File: src/rtl/gcaf_pkg.sv
package gcaf_pkg;

   localparam int ID_WIDTH      = 32;
   localparam int PERCENT_WIDTH = 23;
   localparam int FACTOR_WIDTH  = 24;
   localparam int INDEX_WIDTH   = 7;
   localparam int CHAR_WIDTH    = 8;
   localparam int SCALE_WIDTH   = 7;

   localparam logic [SCALE_WIDTH-1:0] PERCENT_SCALE = 7'd100;

   localparam logic [CHAR_WIDTH-1:0] CASE_FOLD    = 8'h20;
   localparam logic [CHAR_WIDTH-1:0] CHAR_C_LOWER = 8'h63;
   localparam logic [CHAR_WIDTH-1:0] CHAR_G_LOWER = 8'h67;

   typedef enum logic {
      OP_TABLE_WRITE = 1'b0,
      OP_BASE        = 1'b1
   } opcode_type;

endpackage

File: src/rtl/gcaf_ram.sv
module gcaf_ram #(
   parameter int WIDTH = 24,
   parameter int DEPTH = 101
) (
   input  logic                     clock,
   input  logic                     wr_en,
   input  logic [$clog2(DEPTH)-1:0] wr_addr,
   input  logic [WIDTH-1:0]         wr_data,
   input  logic [$clog2(DEPTH)-1:0] rd_addr,
   output logic [WIDTH-1:0]         rd_data
);

   logic [WIDTH-1:0] mem_ff [DEPTH];
   logic [WIDTH-1:0] rd_data_ff;

   always_ff @(posedge clock) begin
      if (wr_en) begin
         mem_ff[wr_addr] <= wr_data;
      end
      rd_data_ff <= mem_ff[rd_addr];
   end

   assign rd_data = rd_data_ff;

endmodule

File: src/rtl/gcaf_div.sv
module gcaf_div #(
   parameter int LENGTH_BITS   = 16,
   parameter int FRACTION_BITS = 16
) (
   input  logic                                            clock,
   input  logic                                            reset,
   input  logic                                            start,
   input  logic [LENGTH_BITS-1:0]                          gc_count,
   input  logic [LENGTH_BITS-1:0]                          base_count,
   output logic                                            done,
   output logic [gcaf_pkg::SCALE_WIDTH+FRACTION_BITS-1:0]  quotient
);

   localparam int SW  = gcaf_pkg::SCALE_WIDTH;
   localparam int QW  = SW + FRACTION_BITS;
   localparam int PW  = LENGTH_BITS + SW;
   localparam int CW  = $clog2(QW);

   logic [PW-1:0]          scaled;
   logic [LENGTH_BITS:0]   trial;
   logic [LENGTH_BITS:0]   diff;
   logic                   fits;
   logic [LENGTH_BITS-1:0] rem_in;
   logic [QW-1:0]          num_in;

   logic                   busy_ff;
   logic                   done_ff;
   logic [CW-1:0]          step_ff;
   logic [LENGTH_BITS-1:0] rem_ff;
   logic [QW-1:0]          num_ff;
   logic [LENGTH_BITS-1:0] divisor_ff;

   // gc count times 100; the division appends the fraction bits below it
   assign scaled = PW'(gc_count) * PW'(gcaf_pkg::PERCENT_SCALE);

   // restoring division, one quotient bit a cycle
   assign trial  = {rem_ff, num_ff[QW-1]};
   assign diff   = trial - {1'b0, divisor_ff};
   assign fits   = trial >= {1'b0, divisor_ff};
   assign rem_in = fits ? diff[LENGTH_BITS-1:0] : trial[LENGTH_BITS-1:0];
   assign num_in = {num_ff[QW-2:0], fits};

   always_ff @(posedge clock) begin
      if (reset) begin
         busy_ff <= 1'b0;
         done_ff <= 1'b0;
      end else begin
         done_ff <= 1'b0;
         if (start) begin
            busy_ff    <= 1'b1;
            step_ff    <= CW'(QW - 1);
            rem_ff     <= scaled[PW-1:SW];
            num_ff     <= {scaled[SW-1:0], {FRACTION_BITS{1'b0}}};
            divisor_ff <= base_count;
         end else if (busy_ff) begin
            rem_ff  <= rem_in;
            num_ff  <= num_in;
            step_ff <= step_ff - 1'b1;
            if (step_ff == '0) begin
               busy_ff <= 1'b0;
               done_ff <= 1'b1;
            end
         end
      end
   end

   assign done     = done_ff;
   assign quotient = num_ff;

endmodule

File: src/rtl/gc_content_adjustment_factor.sv
// channel | direction | fields
// req_    | in        | opcode, table_index, table_value, base_char, last_base, sequence_id
// rsp_    | out       | sequence_id_res, gc_percent, adjustment_factor
//
// table writes and bases that are not last do not stall requests
// a last base stalls requests through the division, done by the
// one-bit-per-cycle divider, then two table reads, a multiply and the output load
// reset clears the counts and control; table points are undefined until written
// a waiting response sits in the output register while requests keep flowing;
// a later last base holds in its final step until that response is taken
module gc_content_adjustment_factor #(
   parameter int TABLE_POINTS  = 101,
   parameter int LENGTH_BITS   = 16,
   parameter int FRACTION_BITS = 16
) (
   input  logic        clock,
   input  logic        reset,
   input  logic        req_valid,
   output logic        req_stall,
   input  logic [0:0]  req_opcode,
   input  logic [6:0]  req_table_index,
   input  logic [23:0] req_table_value,
   input  logic [7:0]  req_base_char,
   input  logic        req_last_base,
   input  logic [31:0] req_sequence_id,
   output logic        rsp_valid,
   input  logic        rsp_stall,
   output logic [31:0] rsp_sequence_id_res,
   output logic [22:0] rsp_gc_percent,
   output logic [23:0] rsp_adjustment_factor
);

   localparam int AW  = $clog2(TABLE_POINTS);
   localparam int SW  = gcaf_pkg::SCALE_WIDTH;
   localparam int QW  = SW + FRACTION_BITS;
   localparam int FW  = gcaf_pkg::FACTOR_WIDTH;
   localparam int PRW = FW + FRACTION_BITS + 2;

   typedef enum logic [2:0] {
      ST_IDLE,
      ST_DIVIDE,
      ST_READ_LO,
      ST_READ_HI,
      ST_MULTIPLY,
      ST_FINISH
   } state_type;

   state_type state_ff;

   logic [LENGTH_BITS-1:0]       gc_count_ff;
   logic [LENGTH_BITS-1:0]       base_count_ff;
   logic [gcaf_pkg::ID_WIDTH-1:0] sid_ff;
   logic [QW-1:0]                p_ff;
   logic [FW-1:0]                lo_ff;
   logic signed [PRW-1:0]        prod_ff;
   logic                         rsp_valid_ff;
   logic [gcaf_pkg::ID_WIDTH-1:0] rsp_sid_ff;
   logic [gcaf_pkg::PERCENT_WIDTH-1:0] rsp_percent_ff;
   logic [FW-1:0]                rsp_factor_ff;

   logic                   accept;
   logic                   is_base;
   logic                   div_start;
   logic                   div_done;
   logic [QW-1:0]          div_quotient;
   logic [gcaf_pkg::CHAR_WIDTH-1:0] folded;
   logic                   is_gc;
   logic                   room;
   logic [LENGTH_BITS-1:0] gc_count_in;
   logic [LENGTH_BITS-1:0] base_count_in;

   logic                   wr_en;
   logic [AW-1:0]          wr_addr;
   logic [AW-1:0]          rd_addr;
   logic [AW-1:0]          lo_addr;
   logic [AW-1:0]          hi_addr;
   logic [FW-1:0]          rd_data;

   logic [SW-1:0]            ip;
   logic [SW:0]              ip_next;
   logic [FRACTION_BITS-1:0] fr;
   logic                     top_point;
   logic [FW-1:0]            hi_eff;
   logic signed [FW:0]       diff;
   logic signed [PRW-1:0]    prod_in;
   logic signed [PRW-1:0]    sum;
   logic                     out_free;
   logic                     rsp_load;

   assign accept    = req_valid && !req_stall;
   assign is_base   = req_opcode == gcaf_pkg::OP_BASE;
   assign div_start = accept && is_base && req_last_base;
   assign req_stall = state_ff != ST_IDLE;

   // base counting, stops at saturation
   assign folded        = req_base_char | gcaf_pkg::CASE_FOLD;
   assign is_gc         = (folded == gcaf_pkg::CHAR_C_LOWER) ||
                          (folded == gcaf_pkg::CHAR_G_LOWER);
   assign room          = base_count_ff != '1;
   assign base_count_in = room ? base_count_ff + 1'b1 : base_count_ff;
   assign gc_count_in   = (room && is_gc) ? gc_count_ff + 1'b1 : gc_count_ff;

   // table write port
   assign wr_en   = accept && !is_base &&
                    (32'(req_table_index) < 32'(TABLE_POINTS));
   assign wr_addr = AW'(req_table_index);

   // interpolation points
   assign ip        = p_ff[QW-1:FRACTION_BITS];
   assign fr        = p_ff[FRACTION_BITS-1:0];
   assign ip_next   = {1'b0, ip} + 1'b1;
   assign top_point = ip >= gcaf_pkg::PERCENT_SCALE;

   always_comb begin
      if (32'(ip) >= 32'(TABLE_POINTS - 1)) begin
         lo_addr = AW'(TABLE_POINTS - 1);
      end else begin
         lo_addr = AW'(ip);
      end
      if (32'(ip_next) >= 32'(TABLE_POINTS - 1)) begin
         hi_addr = AW'(TABLE_POINTS - 1);
      end else begin
         hi_addr = AW'(ip_next);
      end
   end

   assign rd_addr = (state_ff == ST_READ_HI) ? hi_addr : lo_addr;

   // lo + (hi - lo) * f, floored
   assign hi_eff   = top_point ? lo_ff : rd_data;
   assign diff     = $signed({1'b0, hi_eff}) - $signed({1'b0, lo_ff});
   assign prod_in  = diff * $signed({1'b0, fr});
   assign sum      = PRW'($signed({1'b0, lo_ff})) + (prod_ff >>> FRACTION_BITS);
   assign out_free = !rsp_valid_ff || !rsp_stall;
   assign rsp_load = (state_ff == ST_FINISH) && out_free;

   gcaf_ram #(
      .WIDTH (FW),
      .DEPTH (TABLE_POINTS)
   ) u_table (
      .clock   (clock),
      .wr_en   (wr_en),
      .wr_addr (wr_addr),
      .wr_data (req_table_value),
      .rd_addr (rd_addr),
      .rd_data (rd_data)
   );

   gcaf_div #(
      .LENGTH_BITS   (LENGTH_BITS),
      .FRACTION_BITS (FRACTION_BITS)
   ) u_div (
      .clock      (clock),
      .reset      (reset),
      .start      (div_start),
      .gc_count   (gc_count_in),
      .base_count (base_count_in),
      .done       (div_done),
      .quotient   (div_quotient)
   );

   always_ff @(posedge clock) begin
      if (reset) begin
         state_ff      <= ST_IDLE;
         gc_count_ff   <= '0;
         base_count_ff <= '0;
         rsp_valid_ff  <= 1'b0;
      end else begin
         if (rsp_load) begin
            rsp_valid_ff <= 1'b1;
         end else if (rsp_valid_ff && !rsp_stall) begin
            rsp_valid_ff <= 1'b0;
         end
         unique case (state_ff)
            ST_IDLE: begin
               if (accept && is_base) begin
                  if (req_last_base) begin
                     gc_count_ff   <= '0;
                     base_count_ff <= '0;
                     sid_ff        <= req_sequence_id;
                     state_ff      <= ST_DIVIDE;
                  end else begin
                     gc_count_ff   <= gc_count_in;
                     base_count_ff <= base_count_in;
                  end
               end
            end
            ST_DIVIDE: begin
               if (div_done) begin
                  p_ff     <= div_quotient;
                  state_ff <= ST_READ_LO;
               end
            end
            ST_READ_LO: begin
               state_ff <= ST_READ_HI;
            end
            ST_READ_HI: begin
               lo_ff    <= rd_data;
               state_ff <= ST_MULTIPLY;
            end
            ST_MULTIPLY: begin
               prod_ff  <= prod_in;
               state_ff <= ST_FINISH;
            end
            ST_FINISH: begin
               if (out_free) begin
                  rsp_sid_ff     <= sid_ff;
                  rsp_percent_ff <= gcaf_pkg::PERCENT_WIDTH'(p_ff);
                  rsp_factor_ff  <= sum[FW-1:0];
                  state_ff       <= ST_IDLE;
               end
            end
            default: begin
               state_ff <= ST_IDLE;
            end
         endcase
      end
   end

   assign rsp_valid             = rsp_valid_ff;
   assign rsp_sequence_id_res   = rsp_sid_ff;
   assign rsp_gc_percent        = rsp_percent_ff;
   assign rsp_adjustment_factor = rsp_factor_ff;

endmodule

File: config.mk
export PLATFORM = sky130hd
export DESIGN_NAME = gc_content_adjustment_factor
export DESIGN_NICKNAME = d
export VERILOG_FILES = /design/src/rtl/gcaf_pkg.sv /design/src/rtl/gcaf_ram.sv /design/src/rtl/gcaf_div.sv /design/src/rtl/gc_content_adjustment_factor.sv
export SDC_FILE = /design/constraint.sdc
export NUM_CORES = 2
export LEC_CHECK = 0
export CORE_MARGIN = 5
export CORE_UTILIZATION = 30
export DETAILED_ROUTE_END_ITERATION = 7
export DONT_BUFFER_PORTS = 1
export PLACE_DENSITY = 0.46
export SLEW_MARGIN = 15
export SYNTH_ARGS = -nofsm -noshare
export SYNTH_HDL_FRONTEND = slang
export SYNTH_SLANG_ARGS = --single-unit
File: constraint.sdc
create_clock -name clock -period 19.55 [get_ports clock]
set_input_delay 0.9775 -clock clock [delete_from_list [all_inputs] [get_ports clock]]
set_output_delay 0.9775 -clock clock [all_outputs]
set_load 0.02 [all_outputs]
======== After elaboration in Yosys (flattened, before gate mapping) ========
Memory sizes are Yosys's and may differ from the RTL's. A register that Yosys moved wholly into a read port is not among the register bits.
Cells that the tools add are included.
word-level totals
  memories ................................ 1
  bits in writable memories ............... 2424
  register bits after elaboration ......... 296
  logic and storage cells ................. 103
cells by class
  equal/unequal tests ..................... 12
  reduce and logical (&&, ||, !) cells .... 29
  bitwise gates (word level) .............. 2
  magnitude comparators ................... 5
  muxes and demuxes ....................... 27
  multiply operators ...................... 2
  add/sub/neg operators ................... 7
memory list
  memory          words  bits a word  rd ports  clocked after memory_dff  write ports  line            text
  u_table.mem_ff  101    24           1         1                         1            gcaf_ram.sv:13  logic [WIDTH-1:0] mem_ff [DEPTH];
operator list
  kind                     count
  $mux W16                 7
  $mux W23                 2
  $mul A25 B17 Y40         1
  $add A16 B1 Y16 const B  2
  $sub A24 B24 Y25         1
  $add A24 B24 Y24         1
  $mux W24                 1
  $mul A16 B5 Y21 const B  1
  $mux W7                  3
  $pmux W3 S6              1
  $ge A17 B16 Y1           1
  $ne A16 B16 Y1 const B   1
  $sub A16 B16 Y16         1
  $eq A7 B6 Y1 const B     2
  $ge A7 B7 Y1 const B     2
  $mux W3                  4
  $reduce_and A2 Y1        5
  $add A7 B1 Y8 const B    1
  $ge A8 B7 Y1 const B     1
  $logic_and A1 B1 Y1      8
  $mux W1                  8
  $reduce_and A4 Y1        2
  $lt A7 B7 Y1 const B     1
  $eq A3 B2 Y1 const B     2
  other kinds (15)         25

======== Depth between registers and ports, before layout ========
  word-level depth ........................ 7
  depth in mapped cells ................... 41

======== By module ========
Synthesis repeated with hierarchy kept, for this count alone.
second synthesis, totals
  cell total of the unflattened synthesis .. 7339
  area total of the unflattened synthesis .. 123970.1 µm²
by module, submodules not included
  module                        seq. area each (µm²)  instances  cells an instance  area an instance (µm²)
  gcaf_ram                      73270.3               1          4354               94628.3
  gc_content_adjustment_factor  6185.9                1          2525               24561.1
  gcaf_div                      1841.8                1          460                4780.8

======== Worst setup path before layout ========
OpenSTA, ideal clock, no wires.
  path type ............................... register to register
  start ................................... reg p_ff[18]
  end ..................................... reg prod_ff[39] (data pin)
  cell stages (with the launch flop) ...... 38
  path slack .............................. 9.863 ns
  buffers on the path ..................... 4
  period minus slack after synthesis ...... 9.687 ns
  arrival ................................. 9.433 ns
  library setup time ...................... 0.254 ns
  cells stage by stage .................... edfxtp_1 buf_6 o311ai_2 clkbuf_1 clkbuf_1 o21ai_0 ha_1 nor2b_1 o21ai_0 a21boi_0 o21ai_0 a211oi_1 nor2_1 o22a_1 a2111o_1 a31oi_1 xor2_1 clkbuf_1 [2 not listed] fa_1 inv_1 fa_1 fa_1 fa_1 inv_1 fa_1 inv_1 ha_1 a21o_1 a21o_1 a21oi_1 nor2_1 a211oi_1 a21oi_1 or3_1 a311o_1 o21a_1
on the way
  word-level cells in the longest chain between the ends .. 4
ends and longest elaborated chain
  item                    line                                 text
  start, declared         gc_content_adjustment_factor.sv:53   logic [QW-1:0] p_ff;
  start signal, assigned  gc_content_adjustment_factor.sv:190  p_ff <= div_quotient;
  $ge A7 B7 Y1            gc_content_adjustment_factor.sv:112  assign top_point = ip >= gcaf_pkg::PERCENT_SCALE;
  $mux W24                gc_content_adjustment_factor.sv:130  assign hi_eff = top_point ? lo_ff : rd_data;
  $sub A24 B24 Y25        gc_content_adjustment_factor.sv:131  assign diff = $signed({1'b0, hi_eff}) - $signed({1'b0, lo_ff});
  $mul A25 B17 Y40        gc_content_adjustment_factor.sv:132  assign prod_in = diff * $signed({1'b0, fr});
  named net prod_in[39]   gc_content_adjustment_factor.sv:85   logic signed [PRW-1:0] prod_in;
  end signal, assigned    gc_content_adjustment_factor.sv:202  prod_ff <= prod_in;
  end, declared           gc_content_adjustment_factor.sv:55   logic signed [PRW-1:0] prod_ff;
The timed path passes the listed nets, and every way through them passes these cells.
A chain may end at the register's enable or synchronous reset.

======== Worst setup path after layout ========
Ends and elaborated chain as after synthesis.

==> results.md <==
* GRT Overall Usage at between 15 and 20%
* First-pass GRT wire length at around 550 mm
* Worst EP required at around 20 ns
* Cell variety after synth at 85
* Pin count of the biggest net entering global routing at about 160
* Crit start category: register
* Synthesized flop and latch total at around 2,700
* Path depth of the worst reg2reg path at 34
* I/O pins at roughly 160
* Syn Area/Cell at roughly 13 sq um
* Cell Area, Synth at roughly 120,000 sq um
* Final HPWL DP at ~220 mm
* Largest area contributor in the netlist: edfxtp_1
* Area of the multi-input gates at slightly below 40,000 sq um
* Vias in the first global route at about 78,000
* RSZ-0062 raised after global routing: false
* Rel. slew slack at around 20%
* Resized cells post-CTS at 0
* Layout overhead on the synthesized area at 13.1%
* Final setup margin at just over 8 ns
* Fin util at roughly 34%
* Combinational power share at less than 1%
* Routed wire per std cell at 24.9 um
* Period utilization at 57.6%
* Clock-pin slew on the worst setup and hold paths at roughly 0.060 ns
* Clock Power Share at between 40% and 50%
* Crit. End Element: register
* Worst Hold Depth at 1
* EDFF count, synth at between 2,000 and 3,000
* P_leak at around 50 nW
* TritonCTS buffer count at between 300 and 400
* Min Tclk post-route at between 10 and 15 ns
* Die area at ~430,000 sq um
* Slew @ Worst Pin at roughly 1.2 ns
* Arr. time, crit path at between 10 and 15 ns
* VDD IR-drop max at around 0.000055 V
* Outcome: complete, no violations
* PD cells at 85.5 nW/um^2
* Placed Area at around 130,000 sq um
* Syn Nets at about 10,000
* Sw frac at about a fifth
* Final instance area at 141,000 sq um
* Synth top area share at between 60 and 70%
* Routability Congestion at 0.803
* Slew Viols, Final at 0
* Synth area leaders: edfxtp_1, nand2_1, fa_1, nand3_1, a311oi_1
* # fillers at between 40,000 and 50,000
* Cell-internal power at 0.00965 W
* Drt drc at 0
* Total of max-cap violations at 0
* Overall die height at 655 um
* Launch point of the worst hold path: reset
* Floorplan row count at 237
* Reg2reg setup slack at just over 8 ns
* Capture point of the worst reg-to-reg path: prod_ff[39]
* DR vias at roughly 78,000
* Drt total wl at around 380 mm
* Initial Util at between 30% and 40%
* Hold Path Class: in -> reg
* Total gr overflow at 0
* Initial DRC Count at roughly 6,700
* CP dominant cell by count: fa_1
* CP max-delay cell: xor2_2
* Final Setup Violations at 0
* CP max stage delay at 0.88 ns
* Hold Path End: gc_count_ff[15]
* Final hold vios at 0
* Layout cells sized above 1 at about a tenth
* Reg-to-Reg Start: p_ff[18]
* Max clock buf depth at 4
* Post-synth ARST share at 0%
* Cts hold-fix bufs at 0
* Syn. warnings at 0
* Root Driver: clkbuf_16
* CTS tree: done
* # nets final at a little over 10,000
* Antenna Nets Post-Route at 0
* H-tree levels at 5
* Net Sw Power at 0.00243 W
* Seq/Total Area, Yosys at between 60 and 70%
* Max Fclk at roughly 89 MHz
* Postcts setup bufs at 0
* DRT Pass-1 Iters at 5
* Mapped Cells at 9,652
* Initial antenna violation count at 29
* Sequential Area at roughly 80,000 sq um
* Worst Setup Slack post-DPL at about 8 ns
* Flop pwr share at a little over half
* Clk_lat worst skew at between 0.9 and 1 ns
* Critical Path Fanout Max at 50
* Core area at approximately 420,000 sq um
* Setup TNS at 0 ns
* IO Port Bufs at 0
* Final Skew at ~0.057 ns
* CP Class: reg -> reg
* Ys flop type: edfxtp_1
* Via/cell ratio at around 5.1
* Clock sink total at approximately 2,700
* Die Wd at between 600 and 700 um
flip-flops by register name, summed over array words and instances, names as in the netlist, 24 cells and up:
register and flops:
rsp_sequence_id_res 32, lo_ff 24, u_table.rd_data 24, sid_ff 32, u_table.mem_ff 2424, rsp_adjustment_factor 24
prod_ff 24
layout by cell type (no fill, tap or decap), drive strengths merged, types with 75 or more instances in the layout:
| cell | count |
|---|---|
| clkbuf | 378 |
| a21oi | 141 |
| a31oi | 134 |
| nand3 | 767 |
| buf | 256 |
| and2 | 201 |
| inv | 544 |
| fa | 391 |
| nand2 | 2347 |
| nor2 | 264 |
| o21ai | 129 |
| ha | 216 |
| a311oi | 316 |
| mux4 | 110 |
| clkinv | 120 |
| and3 | 226 |
| edfxtp | 2666 |
| xnor2 | 75 |
layer usage:
| metal | up-vias | share of wire [%] | GRT usage [%] |
|---|---|---|---|
| li1 | 34700 | - | - |
| met1 | 40600 | 43 | 23.3 |
| met2 | 2279 | 49 | 29.6 |
| met3 | 443 | 6.2 | 3.03 |
| met4 | 0 | 2.1 | 3.78 |
| met5 | - | 0 | 0 |
cells by family after synthesis:
kind of cell	after synthesis	synth area share [%]
DFF	2728	65.1
AOI/OAI and AO/OA	974	5.61
adders and majority gates	607	8.43
and+or+nand+nor	3981	14.0
buffers and inverters	1094	3.77
muxes	151	2.32
xor gates and xnor gates	117	0.820
how the worst max path moves through the flow:
stage	from	to	slack (ns)	cells after the start
after floorplan	p_ff[18]	prod_ff[39]	9.86	37
after global placement	p_ff[18]	prod_ff[39]	8.25	34
after detailed placement	p_ff[18]	prod_ff[39]	8.21	34
after CTS	p_ff[18]	prod_ff[39]	8.16	34
after global routing	p_ff[18]	prod_ff[39]	7.64	34
final	p_ff[18]	prod_ff[39]	8.29	34
power by group through the flow:
stage	combinational [W]	clock [W]	sequential (W)
after floorplan	0.0000517	0	0.00655
after global placement	0.0000738	0	0.00655
after detailed placement	0.0000747	0	0.00655
after CTS	0.0000753	0.00572	0.00643
after global routing	0.0000828	0.00596	0.00642
final	0.0000739	0.00558	0.00643
metrics by stage:
stage / cells / power (W) / hold WS (ns)
floorplan: 9652 / 0.00660 / 0.400
global placement: 14800 / 0.00662 / 0.400
finish: 15400 / 0.0121 / 0.165
CTS: 15400 / 0.0122 / 0.0583
detailed placement: 14800 / 0.00662 / 0.405
global route: 15400 / 0.0125 / 0.100
cells in the mapped netlist (110+ instances only):
cell and number:
edfxtp_1 2666, nand2_1 2346, nand3_1 766, inv_1 527, fa_1 391, a311oi_1 315
nor2_1 264, clkbuf_1 244, and3_1 226, buf_2 223, ha_1 216, and2_1 201
a21oi_1 141, a31oi_1 132, o21ai_0 124, mux4_2 110
final cells by class:
| class | instances | area share [%] |
|---|---|---|
| clock buffer | 378 | 5.65 |
| inverter | 527 | 1.40 |
| antenna | 19 | 0.0337 |
| timing repair buffer | 256 | 1.49 |
| tap | 5497 | 4.87 |
| multi-input combinational | 5830 | 27.9 |
| sequential | 2728 | 57.5 |
| clock inverter | 164 | 1.14 |
critical path, delay by kind of cell, from the launching register on:
kind / cells / cell delay [ns]
flip-flops: 1 / 0.62
AO/OA/AOI/OAI: 15 / 4.07
adder cells (fa/ha/maj): 8 / 3.63
AND/OR/NAND/NOR: 6 / 1.12
buffers and inverters: 4 / 0.60
XOR/XNOR: 1 / 0.88
Note: power is estimated with default switching activity, not from simulation.
